**src/design/spc_pkg.sv**
```systemverilog
`default_nettype none

package spc_pkg;

  // Field widths
  localparam int COORD_BITS   = 32;
  localparam int EPS_BITS     = 16;
  localparam int DENSITY_BITS = 32;
  localparam int REGION_BITS  = 16;

  // Datapath widths: nudged compare coordinates carry one extra bit,
  // differences of those two extra bits, products sum to 2*C+3 bits.
  localparam int DIFF_BITS = COORD_BITS + 2;
  localparam int NUM_BITS  = 2 * COORD_BITS + 3;
  localparam int QUO_BITS  = COORD_BITS + 1;

  // Configuration port
  localparam int CFG_INDEX_BITS = 2;
  localparam int CFG_DATA_BITS  = 16;
  localparam logic [CFG_INDEX_BITS-1:0] REG_AXIS_MODE = CFG_INDEX_BITS'(0);
  localparam logic [CFG_INDEX_BITS-1:0] REG_EPSILON   = CFG_INDEX_BITS'(1);

  // Request codes
  localparam logic REQ_PRIME  = 1'b0;
  localparam logic REQ_VERTEX = 1'b1;

  typedef logic signed [COORD_BITS-1:0] coord_t;

  typedef struct packed {
    logic                    req_type;
    coord_t                  vertex_x;
    coord_t                  vertex_y;
    coord_t                  ray_level;
    logic [DENSITY_BITS-1:0] region_density;
    logic [REGION_BITS-1:0]  region_id;
  } in_t;

  typedef struct packed {
    coord_t                  crossing_coord;
    logic [DENSITY_BITS-1:0] crossing_density;
    logic [REGION_BITS-1:0]  crossing_region;
  } out_t;

  // Main sequencer
  typedef enum logic [2:0] {
    ST_IDLE,
    ST_TEST,
    ST_SETUP,
    ST_MUL,
    ST_DIV_GO,
    ST_DIV_WAIT,
    ST_OUT
  } state_t;

  // Serial divider
  typedef enum logic [2:0] {
    DV_IDLE,
    DV_RANGE,
    DV_STEP,
    DV_SAT
  } div_state_t;

endpackage

`default_nettype wire

```
**src/design/spc_divider.sv**
```systemverilog
`default_nettype none

// Restoring divider, one quotient bit per cycle.
// Signed numerator / signed denominator, truncated toward zero and
// saturated to the signed coordinate range. Denominator must be nonzero.
module spc_divider (
  input  wire logic                                  clk,
  input  wire logic                                  rst,
  input  wire logic                                  start,
  input  wire logic signed [spc_pkg::NUM_BITS-1:0]   num,
  input  wire logic signed [spc_pkg::DIFF_BITS-1:0]  den,
  output logic                                       done,
  output spc_pkg::coord_t                            quo
);
  import spc_pkg::*;

  localparam int HI_BITS  = NUM_BITS - QUO_BITS;
  localparam int CNT_BITS = $clog2(QUO_BITS);

  div_state_t state, state_next;

  logic                 neg;
  logic                 sat;
  logic [NUM_BITS-1:0]  mag;
  logic [DIFF_BITS-1:0] dmag;
  logic [DIFF_BITS-1:0] rem;
  logic [QUO_BITS-1:0]  qsh;
  logic [CNT_BITS-1:0]  cnt;

  logic [HI_BITS-1:0]   mag_hi;
  logic                 range_ovf;
  logic [DIFF_BITS:0]   trial;
  logic                 take;
  logic [QUO_BITS-1:0]  limit;
  logic [QUO_BITS-1:0]  q_clip;
  logic [QUO_BITS-1:0]  q_signed;

  // Upper numerator bits must stay below the divisor for the quotient to fit
  assign mag_hi    = mag[NUM_BITS-1 -: HI_BITS];
  assign range_ovf = ({{(DIFF_BITS-HI_BITS+1){1'b0}}, mag_hi} >= {1'b0, dmag});

  // One restoring step
  assign trial = {rem, qsh[QUO_BITS-1]};
  assign take  = (trial >= {1'b0, dmag});

  // Saturation bound: 2^(C-1) for negative results, 2^(C-1)-1 otherwise
  assign limit    = (QUO_BITS'(1) << (COORD_BITS - 1)) - QUO_BITS'(!neg);
  assign q_clip   = (sat || (qsh > limit)) ? limit : qsh;
  assign q_signed = neg ? (QUO_BITS'(0) - q_clip) : q_clip;

  // State register
  always_ff @(posedge clk) begin
    if (rst) begin
      state <= DV_IDLE;
    end else begin
      state <= state_next;
    end
  end

  // Next state
  always_comb begin
    state_next = state;
    unique case (state)
      DV_IDLE: begin
        if (start) begin
          state_next = DV_RANGE;
        end
      end
      DV_RANGE: begin
        state_next = range_ovf ? DV_SAT : DV_STEP;
      end
      DV_STEP: begin
        if (cnt == '0) begin
          state_next = DV_SAT;
        end
      end
      DV_SAT: begin
        state_next = DV_IDLE;
      end
      default: begin
        state_next = DV_IDLE;
      end
    endcase
  end

  // Done pulse
  always_ff @(posedge clk) begin
    if (rst) begin
      done <= 1'b0;
    end else begin
      done <= (state == DV_SAT);
    end
  end

  // Datapath
  always_ff @(posedge clk) begin
    case (state)
      DV_IDLE: begin
        if (start) begin
          neg  <= num[NUM_BITS-1] ^ den[DIFF_BITS-1];
          mag  <= num[NUM_BITS-1] ? (NUM_BITS'(0) - num) : num;
          dmag <= den[DIFF_BITS-1] ? (DIFF_BITS'(0) - den) : den;
        end
      end
      DV_RANGE: begin
        sat <= range_ovf;
        rem <= mag_hi;
        qsh <= mag[QUO_BITS-1:0];
        cnt <= CNT_BITS'(QUO_BITS - 1);
      end
      DV_STEP: begin
        // remainder stays below the divisor, so it fits DIFF_BITS
        rem <= take ? DIFF_BITS'(trial - {1'b0, dmag}) : trial[DIFF_BITS-1:0];
        qsh <= {qsh[QUO_BITS-2:0], take};
        cnt <= cnt - CNT_BITS'(1);
      end
      DV_SAT: begin
        quo <= q_signed[COORD_BITS-1:0];
      end
      default: begin
      end
    endcase
  end

endmodule

`default_nettype wire

```
**src/design/scanline_polygon_crossings.sv**
```systemverilog
`default_nettype none

// Channel   Dir  Handshake            Payload
// in        in   in_valid / in_stall  in_data  (spc_pkg::in_t)
// out       out  out_valid/ out_stall out_data (spc_pkg::out_t)
// cfg       in   cfg_wr_en            cfg_index, cfg_wr_data
//
// One beat is worked on at a time. A prime beat only loads the previous
// vertex; a vertex whose edge misses the ray is dropped after the test; a
// zero denominator after the nudge goes straight to output; a crossing runs
// a bit-serial shift-add multiply over COORD_BITS+2 multiplier bits, then a
// restoring divide of COORD_BITS+1 steps; an out-of-range quotient skips them.
// Reset (rst, synchronous) sets axis_mode=1, epsilon=1, previous vertex 0.
// A result waits in the output register under out_stall; the next input
// beat is taken meanwhile, and only the final write of a later result waits.
module scanline_polygon_crossings (
  input  wire logic                                   clk,
  input  wire logic                                   rst,
  input  wire logic                                   in_valid,
  output logic                                        in_stall,
  input  wire spc_pkg::in_t                           in_data,
  output logic                                        out_valid,
  input  wire logic                                   out_stall,
  output spc_pkg::out_t                               out_data,
  input  wire logic                                   cfg_wr_en,
  input  wire logic [spc_pkg::CFG_INDEX_BITS-1:0]     cfg_index,
  input  wire logic [spc_pkg::CFG_DATA_BITS-1:0]      cfg_wr_data
);
  import spc_pkg::*;

  localparam int MCNT_BITS = $clog2(DIFF_BITS);
  localparam int WIDE_BITS = COORD_BITS + 1;

  state_t state, state_next;

  // Configuration
  logic                axis_mode;
  logic [EPS_BITS-1:0] epsilon;

  // Previous vertex
  coord_t prev_x;
  coord_t prev_y;

  // Edge under test
  coord_t                        a_out;
  coord_t                        b_out;
  logic signed [WIDE_BITS-1:0]   a_cmp;
  logic signed [WIDE_BITS-1:0]   b_cmp;
  logic signed [WIDE_BITS-1:0]   ray;
  logic [DENSITY_BITS-1:0]       dens;
  logic [REGION_BITS-1:0]        region;

  // Serial multiply
  logic signed [NUM_BITS-1:0]    mcand_a;
  logic signed [NUM_BITS-1:0]    mcand_b;
  logic signed [DIFF_BITS-1:0]   mplier_a;
  logic signed [DIFF_BITS-1:0]   mplier_b;
  logic signed [NUM_BITS-1:0]    acc;
  logic [MCNT_BITS-1:0]          mul_cnt;
  logic signed [DIFF_BITS-1:0]   den;
  coord_t                        res;

  // Control strobes
  logic   in_fire;
  logic   div_start;
  logic   out_load;
  logic   div_done;
  coord_t div_quo;

  logic                          crosses;
  logic signed [WIDE_BITS-1:0]   eps_ext;
  logic signed [DIFF_BITS-1:0]   a_ext;
  logic signed [DIFF_BITS-1:0]   b_ext;
  logic signed [DIFF_BITS-1:0]   r_ext;
  logic signed [NUM_BITS-1:0]    term_a;
  logic signed [NUM_BITS-1:0]    term_b;

  assign in_fire = in_valid && !in_stall;

  // Edge straddles the ray and is not flat
  assign crosses = (((a_cmp <= ray) && (b_cmp >= ray)) ||
                    ((a_cmp >= ray) && (b_cmp <= ray))) && (a_cmp != b_cmp);

  assign eps_ext = $signed({{(WIDE_BITS-EPS_BITS){1'b0}}, epsilon});
  assign a_ext   = $signed({a_cmp[WIDE_BITS-1], a_cmp});
  assign b_ext   = $signed({b_cmp[WIDE_BITS-1], b_cmp});
  assign r_ext   = $signed({ray[WIDE_BITS-1], ray});

  // Partial products for the current multiplier bits
  assign term_a = mplier_a[0] ? mcand_a : '0;
  assign term_b = mplier_b[0] ? mcand_b : '0;

  // Configuration writes
  always_ff @(posedge clk) begin
    if (rst) begin
      axis_mode <= 1'b1;
      epsilon   <= EPS_BITS'(1);
    end else if (cfg_wr_en) begin
      unique case (cfg_index)
        REG_AXIS_MODE: axis_mode <= cfg_wr_data[0];
        REG_EPSILON:   epsilon   <= cfg_wr_data[EPS_BITS-1:0];
        default: begin
        end
      endcase
    end
  end

  // State register
  always_ff @(posedge clk) begin
    if (rst) begin
      state <= ST_IDLE;
    end else begin
      state <= state_next;
    end
  end

  // Next state and strobes
  always_comb begin
    state_next = state;
    in_stall   = 1'b1;
    div_start  = 1'b0;
    out_load   = 1'b0;
    unique case (state)
      ST_IDLE: begin
        in_stall = 1'b0;
        if (in_valid && (in_data.req_type == REQ_VERTEX)) begin
          state_next = ST_TEST;
        end
      end
      ST_TEST: begin
        state_next = crosses ? ST_SETUP : ST_IDLE;
      end
      ST_SETUP: begin
        state_next = (a_cmp == b_cmp) ? ST_OUT : ST_MUL;
      end
      ST_MUL: begin
        if (mul_cnt == '0) begin
          state_next = ST_DIV_GO;
        end
      end
      ST_DIV_GO: begin
        div_start  = 1'b1;
        state_next = ST_DIV_WAIT;
      end
      ST_DIV_WAIT: begin
        if (div_done) begin
          state_next = ST_OUT;
        end
      end
      ST_OUT: begin
        if (!out_valid || !out_stall) begin
          out_load   = 1'b1;
          state_next = ST_IDLE;
        end
      end
      default: begin
        state_next = ST_IDLE;
      end
    endcase
  end

  // Previous vertex follows every accepted beat
  always_ff @(posedge clk) begin
    if (rst) begin
      prev_x <= '0;
      prev_y <= '0;
    end else if (in_fire) begin
      prev_x <= in_data.vertex_x;
      prev_y <= in_data.vertex_y;
    end
  end

  // Edge datapath
  always_ff @(posedge clk) begin
    case (state)
      ST_IDLE: begin
        if (in_fire) begin
          ray    <= $signed({in_data.ray_level[COORD_BITS-1], in_data.ray_level});
          dens   <= in_data.region_density;
          region <= in_data.region_id;
          if (axis_mode) begin
            a_out <= in_data.vertex_x;
            b_out <= prev_x;
            a_cmp <= $signed({in_data.vertex_y[COORD_BITS-1], in_data.vertex_y});
            b_cmp <= $signed({prev_y[COORD_BITS-1], prev_y});
          end else begin
            a_out <= in_data.vertex_y;
            b_out <= prev_y;
            a_cmp <= $signed({in_data.vertex_x[COORD_BITS-1], in_data.vertex_x});
            b_cmp <= $signed({prev_x[COORD_BITS-1], prev_x});
          end
        end
      end
      ST_TEST: begin
        // nudge an endpoint sitting on the ray, current one first
        if (a_cmp == ray) begin
          a_cmp <= a_cmp + eps_ext;
        end else if (b_cmp == ray) begin
          b_cmp <= b_cmp + eps_ext;
        end
      end
      ST_SETUP: begin
        res      <= a_out;
        mplier_a <= b_ext - r_ext;
        mplier_b <= r_ext - a_ext;
        den      <= b_ext - a_ext;
        mcand_a  <= $signed({{(NUM_BITS-COORD_BITS){a_out[COORD_BITS-1]}}, a_out});
        mcand_b  <= $signed({{(NUM_BITS-COORD_BITS){b_out[COORD_BITS-1]}}, b_out});
        acc      <= '0;
        mul_cnt  <= MCNT_BITS'(DIFF_BITS - 1);
      end
      ST_MUL: begin
        // multiplier sign bit carries negative weight
        if (mul_cnt == '0) begin
          acc <= acc - term_a - term_b;
        end else begin
          acc <= acc + term_a + term_b;
        end
        mcand_a  <= mcand_a <<< 1;
        mcand_b  <= mcand_b <<< 1;
        mplier_a <= mplier_a >>> 1;
        mplier_b <= mplier_b >>> 1;
        mul_cnt  <= mul_cnt - MCNT_BITS'(1);
      end
      ST_DIV_WAIT: begin
        if (div_done) begin
          res <= div_quo;
        end
      end
      default: begin
      end
    endcase
  end

  // Quotient unit
  spc_divider u_divider (
    .clk   (clk),
    .rst   (rst),
    .start (div_start),
    .num   (acc),
    .den   (den),
    .done  (div_done),
    .quo   (div_quo)
  );

  // Output register
  always_ff @(posedge clk) begin
    if (rst) begin
      out_valid <= 1'b0;
    end else if (out_load) begin
      out_valid <= 1'b1;
    end else if (!out_stall) begin
      out_valid <= 1'b0;
    end
  end

  always_ff @(posedge clk) begin
    if (out_load) begin
      out_data.crossing_coord   <= res;
      out_data.crossing_density <= dens;
      out_data.crossing_region  <= region;
    end
  end

endmodule

`default_nettype wire

```
**config.mk**
```make
export PLATFORM = sky130hd
export DESIGN_NAME = scanline_polygon_crossings
export DESIGN_NICKNAME = d
export VERILOG_FILES = /design/src/design/spc_pkg.sv /design/src/design/spc_divider.sv /design/src/design/scanline_polygon_crossings.sv
export SDC_FILE = /design/constraint.sdc
export NUM_CORES = 2
export LEC_CHECK = 0
export ABC_AREA = 0
export CORE_UTILIZATION = 70
export DETAILED_ROUTE_END_ITERATION = 10
export DONT_BUFFER_PORTS = 1
export PLACE_DENSITY_LB_ADDON = 0.15
export SYNTH_ARGS = -nofsm -noshare
export SYNTH_HDL_FRONTEND = slang
export SYNTH_SLANG_ARGS = --single-unit
```
**constraint.sdc**
```tcl
create_clock -name clk -period 29.5 [get_ports clk]
set_clock_uncertainty 0.05 [all_clocks]
set_input_delay 4.425 -clock clk [delete_from_list [all_inputs] [get_ports clk]]
set_output_delay 4.425 -clock clk [all_outputs]
set_load 0.01 [all_outputs]
```
; ---- Word level (Yosys, flattened, before mapping)
; Index checks and enable logic that the tools add are counted.
[word_totals]
reg_bits = 928
inputBits = 168
out_inout_bits = 82
[classes]
addsub = 16
magnitude_cmp = 7
eq_ne = 25
muxes = 47
n_bitwise = 2
n_reduce_logical = 30
[op_table]
columns = operator, n
row1 = 67-bit one-hot mux with 2 select lines, 3
row2 = 33-bit 2-to-1 mux, 8
row3 = 34-bit one-hot mux with 2 select lines, 3
row4 = 67-bit 2-to-1 mux, 3
row5 = 33-bit one-hot mux with 2 select lines, 3
row6 = 32-bit 2-to-1 mux, 5
row7 = 67-bit adder, 2
row8 = 67-bit subtractor, 2
row9 = 1-bit by 67-bit subtractor with 67-bit output (first input constant), 1
row10 = 33-bit by 17-bit adder with 33-bit output, 2
row11 = 33-bit by 32-bit equality test with 1-bit output, 2
row12 = 33-bit by 32-bit >= comparator with 1-bit output, 2
row13 = 33-bit by 32-bit <= comparator with 1-bit output, 2
row14 = 66-bit 2-to-1 mux, 1
row15 = 32-bit one-hot mux with 2 select lines, 1
row16 = 35-bit by 34-bit >= comparator with 1-bit output, 1
row17 = 34-bit >= comparator, 1
row18 = 34-bit 2-to-1 mux, 1
row19 = 1-bit by 34-bit subtractor with 34-bit output (first input constant), 1
row20 = 32-bit by 33-bit subtractor with 34-bit output, 1
row21 = 33-bit by 32-bit subtractor with 34-bit output, 1
row22 = 33-bit by 33-bit subtractor with 34-bit output, 1
row23 = 34-bit subtractor, 1
row24 = 33-bit equality test, 1
row25 = 29 further kinds, 78

; ---- Depth between registers and ports, before layout
[depth]
word_depth = 7
ltp_mapped = 20
ltp_nobuf = 17

; ---- Modules after synthesis
; Synthesis repeated with hierarchy kept, for this count alone.
[hier_totals]
hier_cells = 5910
area_unflattened_um2 = 59781.1
[by_module_without_submodules]
columns = module, instances, cells_each, area_per_inst_um2, seq_area_each_um2
row1 = scanline_polygon_crossings, 1, 4524, 45613.7, 20649.8
row2 = spc_divider, 1, 1386, 14167.3, 6306.0

; ---- Least setup slack after synthesis
; No wires, ideal clock.
[synth_path]
path_type = reg-to-reg
from = register state[2]
to = register mcand_a[36] (data pin)
setup_time_ns = 0.254
t_arrival_ns = 15.425
setup_slack_ns = 13.771
path_stages_with_launch = 7
path_cell_list = dfxtp_1 > nor2b_1 > nand2_1 > and2_1 > clkbuf_1 > clkbuf_1 > a21o_1
[synth_via]
elab_chain_len = 2
elab_cells_between_ends = 3
[synth_lines]
columns = element, line
row1 = "start, declared", scanline_polygon_crossings.sv:34  ; state_t state, state_next;
row2 = "start signal, assigned", scanline_polygon_crossings.sv:113  ; state <= state_next;
row3 = 3-bit by 2-bit equality test with 1-bit output, scanline_polygon_crossings.sv:175  ; case (state)
row4 = 67-bit one-hot mux with 2 select lines (*), scanline_polygon_crossings.sv:175
row5 = "end signal, assigned", scanline_polygon_crossings.sv:207  ; mcand_a <= $signed({{(NUM_BITS-COORD_BITS){a_out[COORD_BITS-1]}}, a_out});
row6 = "end signal, assigned", scanline_polygon_crossings.sv:219  ; mcand_a <= mcand_a <<< 1;
row7 = "end, declared", scanline_polygon_crossings.sv:54  ; logic signed [NUM_BITS-1:0] mcand_a;
; Mark *: on every way between the ends. The rest lies on a longest branch, timed or not.
; A chain may end at the register's enable or synchronous reset.

; ---- Worst setup path after layout
[layout_path]
from = register state[2]
to = output port in_stall
[layout_via]
elab_chain_len = 2
[layout_lines]
columns = element, line
row1 = 3-bit zero test, scanline_polygon_crossings.sv:123  ; unique case (state)
row2 = 1-bit 2-to-1 mux, scanline_polygon_crossings.sv:123
row3 = "end, declared", scanline_polygon_crossings.sv:20  ; output logic in_stall,
; No other way between the ends.

==> impl_metrics.ini <==
[final_layout]
final_area_um2 = 63760
finalNonFillerCells = 6986
utilization_pct = 75.94
multiInputGateArea_um2 = 30520
layout.area.seq_um2 = 26960
syn_to_final_growth_pct = 7.032
fill_cells = 5815
nNetsFinal = 6452
drive_gt1_share_pct = 6.733
diodes = 0

[global_route]
antenna_found_initial = 4
grt_max_degree = 155
grt_pass1_wl_um = 245500
grt_usage_pct = 37.16
overflow = 0
grt_pass1_vias = 42990

[detailed_routing]
drc_errors = 0
drtIter0Drc = 5016
antenna_left = 0
via_count = 45570
routed_wl_um = 161400
via_per_inst = 6.522
firstDrtPassIters = 8
routedWlPerCell_um = 23.10

[floorplan]
die_x_um = 293.7
initial_core_util_pct = 70.95
core_area_um2 = 83950
die_y_um = 293.7
fp-row-count = 106
dieArea_um2 = 86270
io_pins = 250

[place]
dp_cells = 6805
gp_congestion = 1.010
place_area_um2 = 60520
portBuffers = 0
dp_hpwl_um = 119000

[yosys]
yosys_register_bits = 927
synth_edf_count = 839
syn_area_um2 = 59570
yosysSeqAreaShare_pct = 45.25
synth_top_area_share_pct = 42.30
yosysMostFrequentCell = nand2_1
synth.largest_area_cell = edfxtp_1
synth_nets = 6545
ys_types = 89
syn_area_per_cell_um2 = 10.16
yosys_warnings = 0
synth_area_leaders = edfxtp_1, ha_1, nand2_1
synth-async-reset-ratio_pct = 0
synth_flop_cell = edfxtp_1
yosys-top-cells-count = nand2_1, edfxtp_1, a21oi_1
syn_inst = 5863

[clocking]
htree_levels = 3
numCtsBuffers = 97
postCtsHoldBufs = 0
ctsResizeCount = 0
clockRootBuffer = clkbuf_16
post-cts-setup-buffers = 0
insertion_delay_ns = 0.70
clock_sinks = 927
cts_tree = built
path_clk_slew_ns = 0.06
clk_path_buf_depth = 3

[timing]
setup_tns_ns = 0
slew_headroom_pct = 16.04
rsz0062_at_grt = false
finalHoldViolations = 0
slew_violations = 0
setup_viol = 0
max_freq_mhz = 158.0
post-route-period-util_pct = 21.45
worst_pin_slew_ns = 1.256
fin_crit_ns = 6.327

[worst_setup_path]
crit_cells = 3
crit_slowest_cell = dfxtp_1
path_cells = nor3_1 > buf_4 > inv_1
cp_data_arrival_time_ns = 1.85
cp-end-kind = output pin
critPathBufInv = 2
worstPathMaxFanout = 14
critPathLaunch = state[2]
worstSetupEndpoint = in_stall
rr_endpoint = acc[64]
cp.required_ns = 25.02
critPathLaunchType = flip-flop
reg2reg_slack_ns = 23.47
r2r_cells = 16
critPathTopFamily = flip-flops
r2r-start = mplier_b[0]
criticalPathCategory = flip-flop to output pin
max_stage_delay_ns = 0.75

[min_path]
hold_path.class = flip-flop to flip-flop

[job]
drv_cap = 0

[status]
status = finished, final reports clean

[pwr]
ir_drop_mv = 0.08434
power_density_nw_per_um2 = 88.49
leakagePower_nw = 25.78
[logic make-up after synthesis]
group / share of synthesized area, %
simple gates: 13.59
compound gates: 15.88
flops: 45.25
buf+inv: 3.684
fa+ha+maj: 12.55
xor+xnor: 5.646
mux: 3.403
[worst min-delay path by stage]
stage / startpoint / endpoint / slack, ns / cells after the start
after floorplan: region[0] / out_data[0] / 0.35 / 0
after global placement: dens[28] / out_data[44] / 0.35 / 0
after detailed placement: region[14] / out_data[14] / 0.35 / 0
after CTS: region[3] / out_data[3] / 0.34 / 0
after global routing: dens[3] / out_data[19] / 0.35 / 0
final: dens[3] / out_data[19] / 0.35 / 0
[metrics by stage]
| stage | setup WS, ns | hold slack (ns) | power, W |
|---|---|---|---|
| CTS | 23.18 | 0.3442 | 0.005591 |
| global placement | 22.73 | 0.3506 | 0.004262 |
| finish | 23.17 | 0.3479 | 0.005642 |
| floorplan | 13.77 | 0.3503 | 0.003732 |
| global route | 23.13 | 0.3482 | 0.005929 |
| detailed placement | 22.71 | 0.3545 | 0.004318 |
[registers in the layout, indices dropped and copies added (netlist names), 33 cells and up]
register / flops
a_cmp: 33
acc: 67
b_cmp: 33
den: 34
mcand_a: 67
mcand_b: 67
mplier_a: 34
mplier_b: 34
out_data: 80
u_divider.dmag: 34
u_divider.mag: 67
u_divider.qsh: 33
u_divider.rem: 34
[power breakdown]
group          switching [W]  total [W]  internal (W)
clock               0.000540    0.00126      0.000723
sequential          0.000188    0.00195       0.00176
combinational        0.00149    0.00243      0.000940
[layout make-up]
cell class	instances	share of cell area, %
clock buffers	119	4.051
clock inverters	62	1.030
inverters	356	2.108
multi-input cells	4353	47.87
flip-flops and latches	927	42.29
well taps	1134	2.225
repair buffers	35	0.4317
[cell usage in the layout (no fill, tap or decap), types with 34 or more instances in the layout]
cell type  count
edfxtp_1     839
nor3_1        84
a31oi_1       49
dfxtp_1       87
xnor2_1      268
buf_4         34
nand2b_1      52
mux2i_1       54
nand2_1      850
or3_1         40
nor2_1       299
a21oi_1      520
o21a_1        42
a211oi_1      78
and3_1        46
xor2_1       116
o31ai_1       45
a21o_1       247
nand4_1       69
mux2_2       132
nor2b_1       74
inv_1        354
fa_1         139
clkbuf_16     99
ha_1         373
o21ai_0      282
nand3_1       90
o21bai_1      46
[per-layer routing]
| metal | vias to the layer above | track usage [%] | routed length (µm) |
|---|---|---|---|
| met5 | - | 0 | 0 |
| met4 | 0 | 13.52 | 6437 |
| met3 | 345 | 6.782 | 16980 |
| met2 | 2346 | 58.05 | 72850 |
| met1 | 21920 | 52.14 | 65110 |
| li1 | 20960 | - | - |
(Power assumes the default switching activity.)
